$ cat src/rtl/core/mccs_pkg.sv
package mccs_pkg;

  // Widest selection the block can hold.
  localparam int MAX_THINGS = 52;

  localparam int POS_W  = 6;
  localparam int CNT_W  = 49;
  localparam int SEL_W  = 52;
  localparam int ADDR_W = 5;
  localparam int DATA_W = 64;

  localparam logic [1:0] REG_NUMBER = 2'd0;
  localparam logic [1:0] REG_TAKEN  = 2'd1;
  localparam logic [1:0] REG_TOTAL  = 2'd2;

  typedef struct packed {
    logic [POS_W-1:0] number_of_things;
    logic [POS_W-1:0] taken_at_a_time;
    logic [CNT_W-1:0] total_count;
  } cfg_t;

  typedef struct packed {
    logic cap;  // item accepted this cycle
    logic wb;   // commit the step and load the result register
  } cmd_t;

endpackage

$ cat src/rtl/core/mccs_regs.sv
module mccs_regs (
  input  logic                         clk,
  input  logic                         rst_n,
  input  logic                         psel,
  input  logic                         penable,
  input  logic                         pwrite,
  input  logic [mccs_pkg::ADDR_W-1:0]  paddr,
  input  logic [mccs_pkg::DATA_W-1:0]  pwdata,
  output logic [mccs_pkg::DATA_W-1:0]  prdata,
  output logic                         pready,
  output mccs_pkg::cfg_t               cfg
);

  logic [mccs_pkg::POS_W-1:0] n_r;
  logic [mccs_pkg::POS_W-1:0] n_nxt;
  logic [mccs_pkg::POS_W-1:0] m_r;
  logic [mccs_pkg::POS_W-1:0] m_nxt;
  logic [mccs_pkg::CNT_W-1:0] total_r;
  logic [mccs_pkg::CNT_W-1:0] total_nxt;
  logic                       wr_en;
  logic [1:0]                 reg_sel;

  assign pready  = 1'b1;
  assign wr_en   = psel && penable && pwrite;
  assign reg_sel = paddr[4:3];

  always_comb begin
    n_nxt     = n_r;
    m_nxt     = m_r;
    total_nxt = total_r;
    if (wr_en) begin
      case (reg_sel)
        mccs_pkg::REG_NUMBER: n_nxt     = pwdata[mccs_pkg::POS_W-1:0];
        mccs_pkg::REG_TAKEN:  m_nxt     = pwdata[mccs_pkg::POS_W-1:0];
        mccs_pkg::REG_TOTAL:  total_nxt = pwdata[mccs_pkg::CNT_W-1:0];
        default: ;
      endcase
    end
  end

  always_ff @(posedge clk) begin
    if (!rst_n) begin
      n_r     <= mccs_pkg::POS_W'(6);
      m_r     <= mccs_pkg::POS_W'(4);
      total_r <= mccs_pkg::CNT_W'(15);
    end else begin
      n_r     <= n_nxt;
      m_r     <= m_nxt;
      total_r <= total_nxt;
    end
  end

  always_comb begin
    case (reg_sel)
      mccs_pkg::REG_NUMBER: prdata = mccs_pkg::DATA_W'(n_r);
      mccs_pkg::REG_TAKEN:  prdata = mccs_pkg::DATA_W'(m_r);
      mccs_pkg::REG_TOTAL:  prdata = mccs_pkg::DATA_W'(total_r);
      default:              prdata = '0;
    endcase
  end

  assign cfg.number_of_things = n_r;
  assign cfg.taken_at_a_time  = m_r;
  assign cfg.total_count      = total_r;

endmodule

$ cat src/rtl/core/mccs_ctrl.sv
module mccs_ctrl (
  input  logic           clk,
  input  logic           rst_n,
  input  logic           in_valid,
  output logic           in_stall,
  output logic           out_valid,
  input  logic           out_stall,
  output mccs_pkg::cmd_t cmd
);

  localparam logic S_IDLE = 1'b0;
  localparam logic S_EXEC = 1'b1;

  logic state_r;
  logic state_nxt;
  logic out_valid_r;
  logic out_valid_nxt;

  assign in_stall = (state_r != S_IDLE);
  assign cmd.cap  = (state_r == S_IDLE) && in_valid;
  // The step commits only when the result register is free or draining.
  assign cmd.wb   = (state_r == S_EXEC) && (!out_valid_r || !out_stall);

  always_comb begin
    state_nxt = state_r;
    case (state_r)
      S_IDLE:  if (cmd.cap) state_nxt = S_EXEC;
      S_EXEC:  if (cmd.wb) state_nxt = S_IDLE;
      default: state_nxt = S_IDLE;
    endcase
  end

  always_comb begin
    if (cmd.wb) begin
      out_valid_nxt = 1'b1;
    end else if (!out_stall) begin
      out_valid_nxt = 1'b0;
    end else begin
      out_valid_nxt = out_valid_r;
    end
  end

  always_ff @(posedge clk) begin
    if (!rst_n) begin
      state_r     <= S_IDLE;
      out_valid_r <= 1'b0;
    end else begin
      state_r     <= state_nxt;
      out_valid_r <= out_valid_nxt;
    end
  end

  assign out_valid = out_valid_r;

  a_cmd_excl: assert property (@(posedge clk) disable iff (!rst_n)
    $onehot0({cmd.cap, cmd.wb}))
    else $error("capture and commit in the same cycle");

  a_wb_shows: assert property (@(posedge clk) disable iff (!rst_n)
    cmd.wb |=> out_valid_r)
    else $error("committed step did not raise out_valid");

  a_no_double_cap: assert property (@(posedge clk) disable iff (!rst_n)
    cmd.cap |=> !cmd.cap)
    else $error("second item accepted before the first committed");

  a_wb_after_cap: assert property (@(posedge clk) disable iff (!rst_n)
    (cmd.wb && $past(rst_n)) |-> ($past(cmd.cap) || $past(state_r == S_EXEC)))
    else $error("commit without an accepted item");

endmodule

$ cat src/rtl/core/mccs_dp.sv
module mccs_dp (
  input  logic                        clk,
  input  logic                        rst_n,
  input  mccs_pkg::cfg_t              cfg,
  input  mccs_pkg::cmd_t              cmd,
  input  logic                        in_restart,
  output logic [mccs_pkg::SEL_W-1:0]  out_selection,
  output logic [mccs_pkg::POS_W-1:0]  out_first_flipped,
  output logic [mccs_pkg::POS_W-1:0]  out_second_flipped,
  output logic [mccs_pkg::CNT_W-1:0]  out_step_index,
  output logic                        out_last_in_cycle,
  output logic                        out_config_error
);

  localparam int MAXT = mccs_pkg::MAX_THINGS;
  localparam int PW   = mccs_pkg::POS_W;
  localparam int CW   = mccs_pkg::CNT_W;
  localparam int SW   = mccs_pkg::SEL_W;

  logic [MAXT-1:0] sel_r;
  logic [MAXT-1:0] sel_nxt;
  logic [CW-1:0]   cnt_r;
  logic [CW-1:0]   cnt_nxt;

  // Capture stage, loaded at the accept edge.
  logic            restart_r;
  logic [PW-1:0]   p_r;
  logic            cn_r;
  logic            found_r;
  logic [CW-1:0]   inc_r;

  logic [PW-1:0]   n;
  logic [PW-1:0]   m;
  logic            err;

  logic            cn;
  logic [PW-1:0]   p_srch;
  logic            found_srch;

  logic [PW-1:0]   i1;
  logic            sfound;
  logic            sb;
  logic            bit_p;
  logic            bit_pm1;
  logic [PW-1:0]   k1;
  logic [PW-1:0]   k2;
  logic [PW-1:0]   p2;
  logic [PW-1:0]   pmin2;
  logic [PW-1:0]   wrap_k2;
  logic            scan;
  logic            j1_odd;
  logic [MAXT-1:0] flip;
  logic [MAXT-1:0] first_mask;
  logic [PW-1:0]   f1;
  logic [PW-1:0]   f2;
  logic [SW-1:0]   sel_view;

  assign n   = cfg.number_of_things;
  assign m   = cfg.taken_at_a_time;
  assign err = (m == '0) || (m >= n) || (int'(n) > MAXT);

  // Nearest position below n whose bit differs from bit n.
  always_comb begin
    cn         = 1'b0;
    p_srch     = '0;
    found_srch = 1'b0;
    for (int i = 0; i < MAXT; i++) begin
      if (i + 1 == int'(n)) cn = sel_r[i];
    end
    for (int i = 0; i < MAXT; i++) begin
      if ((i + 1 < int'(n)) && (sel_r[i] != cn)) begin
        p_srch     = PW'(i + 1);
        found_srch = 1'b1;
      end
    end
  end

  always_ff @(posedge clk) begin
    if (cmd.cap) begin
      restart_r <= in_restart;
      p_r       <= p_srch;
      cn_r      <= cn;
      found_r   <= found_srch;
      inc_r     <= cnt_r + CW'(1);
    end
  end

  // Right-to-left scan for the highest set bit at positions 2 up to p.
  always_comb begin
    i1      = '0;
    sfound  = 1'b0;
    sb      = 1'b0;
    bit_p   = 1'b0;
    bit_pm1 = 1'b0;
    for (int i = 0; i < MAXT; i++) begin
      if (i + 1 == int'(p_r)) bit_p = sel_r[i];
      if (i + 2 == int'(p_r)) bit_pm1 = sel_r[i];
    end
    for (int i = 1; i < MAXT; i++) begin
      if ((i + 1 <= int'(p_r)) && sel_r[i]) begin
        i1     = PW'(i + 1);
        sfound = 1'b1;
        sb     = sel_r[i-1];
      end
    end
  end

  always_comb begin
    j1_odd  = n[0] ^ p_r[0];
    p2      = p_r + PW'(2);
    pmin2   = (p2 < n) ? p2 : n;
    wrap_k2 = n + PW'(1) - m;
    k1      = p_r;
    k2      = p_r + PW'(1);
    scan    = 1'b0;
    if (!m[0]) begin
      if (cn_r) begin
        if (!j1_odd) begin
          k2 = pmin2;
        end else begin
          scan = 1'b1;
        end
      end
    end else begin
      if (cn_r) begin
        if (!j1_odd) begin
          scan = 1'b1;
        end else begin
          k2 = pmin2;
        end
      end else if (p_r == PW'(1)) begin
        k1 = PW'(1);
        k2 = wrap_k2;
      end else begin
        k2 = p_r - PW'(1);
        k1 = (bit_p && bit_pm1) ? n : p_r;
      end
    end
    if (scan) begin
      if (sfound) begin
        k1 = i1 - PW'(1);
        k2 = sb ? p_r : p_r + PW'(1);
      end else begin
        k1 = PW'(1);
        k2 = wrap_k2;
      end
    end
  end

  always_comb begin
    for (int i = 0; i < MAXT; i++) begin
      flip[i]       = (i + 1 == int'(k1)) ^ (i + 1 == int'(k2));
      first_mask[i] = (i < int'(m));
    end
  end

  always_comb begin
    sel_nxt = sel_r;
    cnt_nxt = cnt_r;
    f1      = '0;
    f2      = '0;
    if (!err) begin
      if (restart_r) begin
        sel_nxt = first_mask;
        cnt_nxt = '0;
      end else if (found_r) begin
        sel_nxt = sel_r ^ flip;
        cnt_nxt = inc_r;
        f1      = k1;
        f2      = k2;
      end
    end
  end

  always_comb begin
    for (int i = 0; i < SW; i++) begin
      sel_view[i] = (i < MAXT) ? sel_nxt[i % MAXT] : 1'b0;
    end
  end

  always_ff @(posedge clk) begin
    if (!rst_n) begin
      sel_r <= '0;
      cnt_r <= '0;
    end else if (cmd.wb) begin
      sel_r <= sel_nxt;
      cnt_r <= cnt_nxt;
    end
  end

  always_ff @(posedge clk) begin
    if (cmd.wb) begin
      out_selection      <= sel_view;
      out_first_flipped  <= f1;
      out_second_flipped <= f2;
      out_step_index     <= cnt_nxt;
      out_last_in_cycle  <= (cnt_nxt == cfg.total_count);
      out_config_error   <= err;
    end
  end

  a_flip_two: assert property (@(posedge clk) disable iff (!rst_n)
    (cmd.wb && !err && !restart_r && found_r) |-> ($countones(flip) == 2))
    else $error("step does not complement exactly two positions");

  a_hold_on_err: assert property (@(posedge clk) disable iff (!rst_n)
    (cmd.wb && err) |=> ($stable(sel_r) && $stable(cnt_r)))
    else $error("state changed under a bad configuration");

  a_idle_hold: assert property (@(posedge clk) disable iff (!rst_n)
    (!cmd.wb && $past(rst_n)) |=> ($stable(sel_r) && $stable(cnt_r)))
    else $error("state changed outside a commit");

endmodule

$ cat src/rtl/core/minimal_change_combination_stepper_unit.sv
// Minimal-change stepper over m-of-n selections: each advance item complements
// exactly two positions (the state holds on a bad configuration or when no bit
// below n differs from bit n), a restart item loads positions 1..m and clears
// the step index, and the user must set n, m and the cycle length C(n,m)
// through the register port while the block is idle, which the block does not
// enforce. At the accept edge the search for the position nearest n whose bit
// differs from bit n is registered; in the execute state, once the result
// register is free, the right-to-left scan, the two bit flips and the index
// update are committed into it. in_stall is high in the execute state, also
// while a finished result waits at a stalled output, until the item commits.
module minimal_change_combination_stepper_unit (
  input  logic                        clk,
  input  logic                        rst_n,
  input  logic                        psel,
  input  logic                        penable,
  input  logic                        pwrite,
  input  logic [mccs_pkg::ADDR_W-1:0] paddr,
  input  logic [mccs_pkg::DATA_W-1:0] pwdata,
  output logic [mccs_pkg::DATA_W-1:0] prdata,
  output logic                        pready,
  input  logic                        in_valid,
  output logic                        in_stall,
  input  logic                        in_restart,
  output logic                        out_valid,
  input  logic                        out_stall,
  output logic [mccs_pkg::SEL_W-1:0]  out_selection,
  output logic [mccs_pkg::POS_W-1:0]  out_first_flipped,
  output logic [mccs_pkg::POS_W-1:0]  out_second_flipped,
  output logic [mccs_pkg::CNT_W-1:0]  out_step_index,
  output logic                        out_last_in_cycle,
  output logic                        out_config_error
);

  mccs_pkg::cfg_t cfg;
  mccs_pkg::cmd_t cmd;

  mccs_regs u_regs (
    .clk     (clk),
    .rst_n   (rst_n),
    .psel    (psel),
    .penable (penable),
    .pwrite  (pwrite),
    .paddr   (paddr),
    .pwdata  (pwdata),
    .prdata  (prdata),
    .pready  (pready),
    .cfg     (cfg)
  );

  mccs_ctrl u_ctrl (
    .clk       (clk),
    .rst_n     (rst_n),
    .in_valid  (in_valid),
    .in_stall  (in_stall),
    .out_valid (out_valid),
    .out_stall (out_stall),
    .cmd       (cmd)
  );

  mccs_dp u_dp (
    .clk                (clk),
    .rst_n              (rst_n),
    .cfg                (cfg),
    .cmd                (cmd),
    .in_restart         (in_restart),
    .out_selection      (out_selection),
    .out_first_flipped  (out_first_flipped),
    .out_second_flipped (out_second_flipped),
    .out_step_index     (out_step_index),
    .out_last_in_cycle  (out_last_in_cycle),
    .out_config_error   (out_config_error)
  );

endmodule
$ cat config.mk
export PLATFORM = sky130hd
export DESIGN_NAME = minimal_change_combination_stepper_unit
export DESIGN_NICKNAME = d
export VERILOG_FILES = /design/src/rtl/core/mccs_pkg.sv /design/src/rtl/core/mccs_regs.sv /design/src/rtl/core/mccs_ctrl.sv /design/src/rtl/core/mccs_dp.sv /design/src/rtl/core/minimal_change_combination_stepper_unit.sv
export SDC_FILE = /design/constraint.sdc
export NUM_CORES = 1
export LEC_CHECK = 0
export ABC_AREA = 1
export BUFFER_PORTS_ARGS = -buffer_cell sky130_fd_sc_hd__buf_2
export CAP_MARGIN = 20
export CORE_MARGIN = 2
export CORE_UTILIZATION = 35
export CTS_CLUSTER_DIAMETER = 50
export DETAILED_ROUTE_END_ITERATION = 6
export PLACE_DENSITY = 0.59
export SLEW_MARGIN = 15
export SYNTH_ARGS = -nofsm -noshare
export SYNTH_HDL_FRONTEND = slang
export SYNTH_SLANG_ARGS = --single-unit
$ cat constraint.sdc
create_clock -name clk -period 17.9 [get_ports clk]
set_input_delay 2.685 -clock clk [delete_from_list [all_inputs] [get_ports clk]]
set_output_delay 2.685 -clock clk [all_outputs]
set_load 0.05 [all_outputs]
==> out/results.md <==
### Outcome
• finished with violations — outcome
• design-rule violations — failing checks

### Logic synthesis
• 3767 — instance count of the mapped netlist
• 32.8% — simple-gate share of the synthesized area
• 33.8% — sequential area share after synthesis
• 0 — warnings from Yosys
• 25100 sq um — Post-Synthesis Cell Area
• 65 — distinct cell type count of the synthesized netlist
• 337 — number of register bits inferred by synthesis
• 0% — multiplexer share of the synthesized area
• 6.67 sq um — post-synthesis area per instance
• 18.2% — fraction of the mapped netlist area in compound gates
• 3.03% — XOR/XNOR Fraction of Synth Area
• 1.62% — Post-Synth Adder-Cell Area
• simple AND/OR/NAND/NOR gates — main combinational cell family by area after synthesis

### Worst hold path
• u_regs.total_r[13] — Hold Startpoint
• register to register — hold crit path type
• 2 — WHS Path Cells
• u_regs.total_r[13] — worst hold path endpoint

### Placed design
• 9570 ps — Setup WS pre-CTS
• 78300 um — DP Wirelength
• 224 — quantity of I/O buffers inserted on ports
• 0.996 — Placer Congestion

### Detailed routing
• 0 — DRT antenna net count
• 104000 um — Total Wirelength
• 5.46 — average vias per placed instance
• 7 — router iterations before antenna repair
• 3 — DRC Markers
• 21.1 um — average wire length per cell after detail routing
• 2915 — initial drt markers
• 26.8k — Via Count

### Pwr
• 111 nW/um^2 — Power Dens Cells
• 12.5 nW — leakage
• 0.0667 mV — worst supply voltage drop on vdd

### STA
• false — unrepaired setup endpoints after global routing
• 25.0% — worst max-slew margin expressed relative to the limit
• 0 — hold violation total from the final report
• 9350 ps — worst setup slack after layout
• 0 ps — Setup Total Neg Slack
• 8550 ps — post-layout min period
• 117 MHz — Fmax
• 0 — Final Slew Violations
• 1120 ps — Worst Tran Pin Value
• 61.3 ps — Worst Skew
• 47.8% — final worst-path cycle share
• 0 — final setup violation count

### Floorplanning
• 71200 sq um — standard cell core area
• 35.3% — Initial Util
• 98 — floorplan row count
• 73900 sq um — area enclosed by the die boundary
• 272 um — Die Span X
• 259 — top-level I/O count
• 272 um — Die Y

### Clock tree
• 60 ps — clock-pin slew on the worst setup and hold paths
• 46 — number of buffers created by CTS
• 0 — number of hold-repair buffers added at the cts stage
• 0 — Post-CTS Resized
• 640 ps — later-pin clock latency in the skew report
• 0 — post-CTS setup buffer count
• built — CTS tree
• clkbuf_16 — clock tree root driver cell
• 2 — H-tree Lvls
• 3 — Bufs on Longest Clock Path
• 337 — total number of clock tree sinks

### Finish
• 0 — number of antenna cells inserted
• 4033 — fin nets
• 7573 — count of fill cells added during filler insertion
• 13.7% — Area Growth Syn to Fin
• nand2_1 — most common cell after layout, fill and taps aside
• 11.8% — layout cells sized above 1
• 14100 sq um — area taken by multi-input logic gates
• nand2_1 (933), inv_1 (423), nor2_1 (396) — leading cell types in the layout, fill and taps excluded
• 8480 sq um — Sequential cell area

### Global route
• 156 — pin count of the biggest net entering global routing
• 0 — total grt overflow
• 27.1% — Total GRT Usage
• 24.3k — vias in the first global route
• 1 — initial antenna violation count
• 152000 um — global-route wire length before repair

### Critical path
• u_dp.p_r[0] — FF-to-FF End
• register — kind of start point of the critical path
• 4 — CP bufs+invs
• register to register — Critical Setup Path Class
• nand2_1 — most numerous cell on the critical path
• u_regs.n_r[1] — Reg2Reg Launch Point
• 9350 ps — setup slack on the worst flop-to-flop path
• 65 — crit-path max FO
• 570 ps — CP max stage delay
• buf_4 — Critical-path top delay cell
• 18330 ps — Req. time, crit path
• 91 — reg2reg path depth
• register — kind of capture point of the worst setup path
• 8980 ps — arrival time at the worst endpoint
• 91 — Stages on worst setup path
• simple AND/OR/NAND/NOR gates — kind of cell with the highest combined delay on the critical path

### Flow run
• 0 — total of max-cap violations

-- worst register-to-register path: cells and delay by family, from the launching register on --
kind | cells | cell delay, ps
buf+inv | 4 | 1810
simple gates | 86 | 6190
compound gates | 1 | 150
flops | 1 | 300
-- report_power, final --
part | internal (W) | switching [W] | leakage (nW) | total [W]
Combinational | 0.000303 | 0.000944 | 8.67 | 0.00125
Clock | 0.000574 | 0.000408 | 0.801 | 0.000982
Sequential | 0.000899 | 0.0000561 | 3.01 | 0.000955
-- logic make-up after synthesis --
family          Yosys count
compound gates          793
xor+xnor                 87
other cells               2
fa+ha+maj                32
buf+inv                 635
flops                   337
simple gates           1881
-- worst max path at each step --
stage	start	end	slack, ps
floorplan	paddr[4]	prdata[10]	11300
global placement	u_regs.n_r[1]	u_dp.p_r[0]	9490
detailed placement	u_regs.n_r[1]	u_dp.p_r[0]	9570
CTS	u_regs.n_r[1]	u_dp.p_r[0]	9500
global route	u_regs.n_r[1]	u_dp.p_r[0]	8350
finish	u_regs.n_r[1]	u_dp.p_r[0]	9350
-- state kept, by name (all words and copies together), names as in the netlist, 49 cells and up --
| signal | flops |
|---|---|
| u_dp.out_selection | 52 |
| u_dp.sel_r | 52 |
| u_dp.cnt_r | 49 |
| u_dp.inc_r | 49 |
| u_dp.out_step_index | 49 |
| u_regs.total_r | 49 |
-- metal layers --
metal  GRT usage (%)  share of wire (%)  up-vias
li1                -                  -    12900
met1            35.6                 42    12400
met2            43.4                 44     1246
met3            4.45                8.5      235
met4            12.5                5.2        2
met5               0              0.013        -
-- Yosys cell counts (all sizes together) --
| master | instances | area share [%] |
|---|---|---|
| nor4 | 37 | 0.92 |
| nor2 | 433 | 7.3 |
| o211ai | 33 | 0.99 |
| buf | 78 | 2.0 |
| and3 | 1 | 0.025 |
| a211oi | 6 | 0.20 |
| nor3 | 27 | 0.56 |
| o21bai | 6 | 0.18 |
| a22oi | 2 | 0.060 |
| a221oi | 1 | 0.035 |
| o311ai | 1 | 0.035 |
| ha | 31 | 1.5 |
| fa | 1 | 0.080 |
| or3 | 2 | 0.050 |
| a31o | 3 | 0.10 |
| or2 | 2 | 0.050 |
| o2111ai | 18 | 0.63 |
| o31ai | 6 | 0.18 |
| a211o | 1 | 0.035 |
| o21a | 4 | 0.12 |
| xnor2 | 8 | 0.28 |
| dfxtp | 164 | 13 |
| edfxtp | 173 | 21 |
| or4 | 1 | 0.030 |
| a21oi | 193 | 4.0 |
| a31oi | 25 | 0.62 |
| conb | 2 | 0.030 |
| clkbuf | 76 | 1.2 |
| inv | 468 | 7.0 |
| nand3b | 4 | 0.12 |
| nand4 | 91 | 2.3 |
| nand3 | 320 | 6.4 |
| a311oi | 1 | 0.035 |
| o41ai | 1 | 0.035 |
| clkinv | 5 | 0.075 |
| dlygate4sd1 | 8 | 0.28 |
| o22ai | 54 | 1.3 |
| xor2 | 79 | 2.8 |
| o21ai | 367 | 7.4 |
| o221ai | 18 | 0.63 |
| nand2 | 963 | 15 |
| a21boi | 53 | 1.6 |
-- layout make-up --
type / instances / area share, %
clock buffer: 60 / 4.54
clock inverter: 26 / 1.27
inverter: 473 / 6.24
multi-input combinational: 2809 / 49.3
sequential: 337 / 29.7
tap: 950 / 4.16
timing repair buffer: 257 / 4.83
-- per-stage QoR --
step	power, W	hold WS, ps	util, %	area (sq um)	instances
2_1_floorplan	0.00182	454	-	25200	3781
5_1_grt	0.00334	529	40.1	28600	4912
3_3_place_gp	0.00219	476	37.8	26900	4825
6_report	0.00318	487	40.1	28600	4912
4_1_cts	0.00318	487	40.1	28600	4912
3_5_place_dp	0.00219	479	37.8	26900	4826
Note: power is estimated with default switching activity, not from simulation.
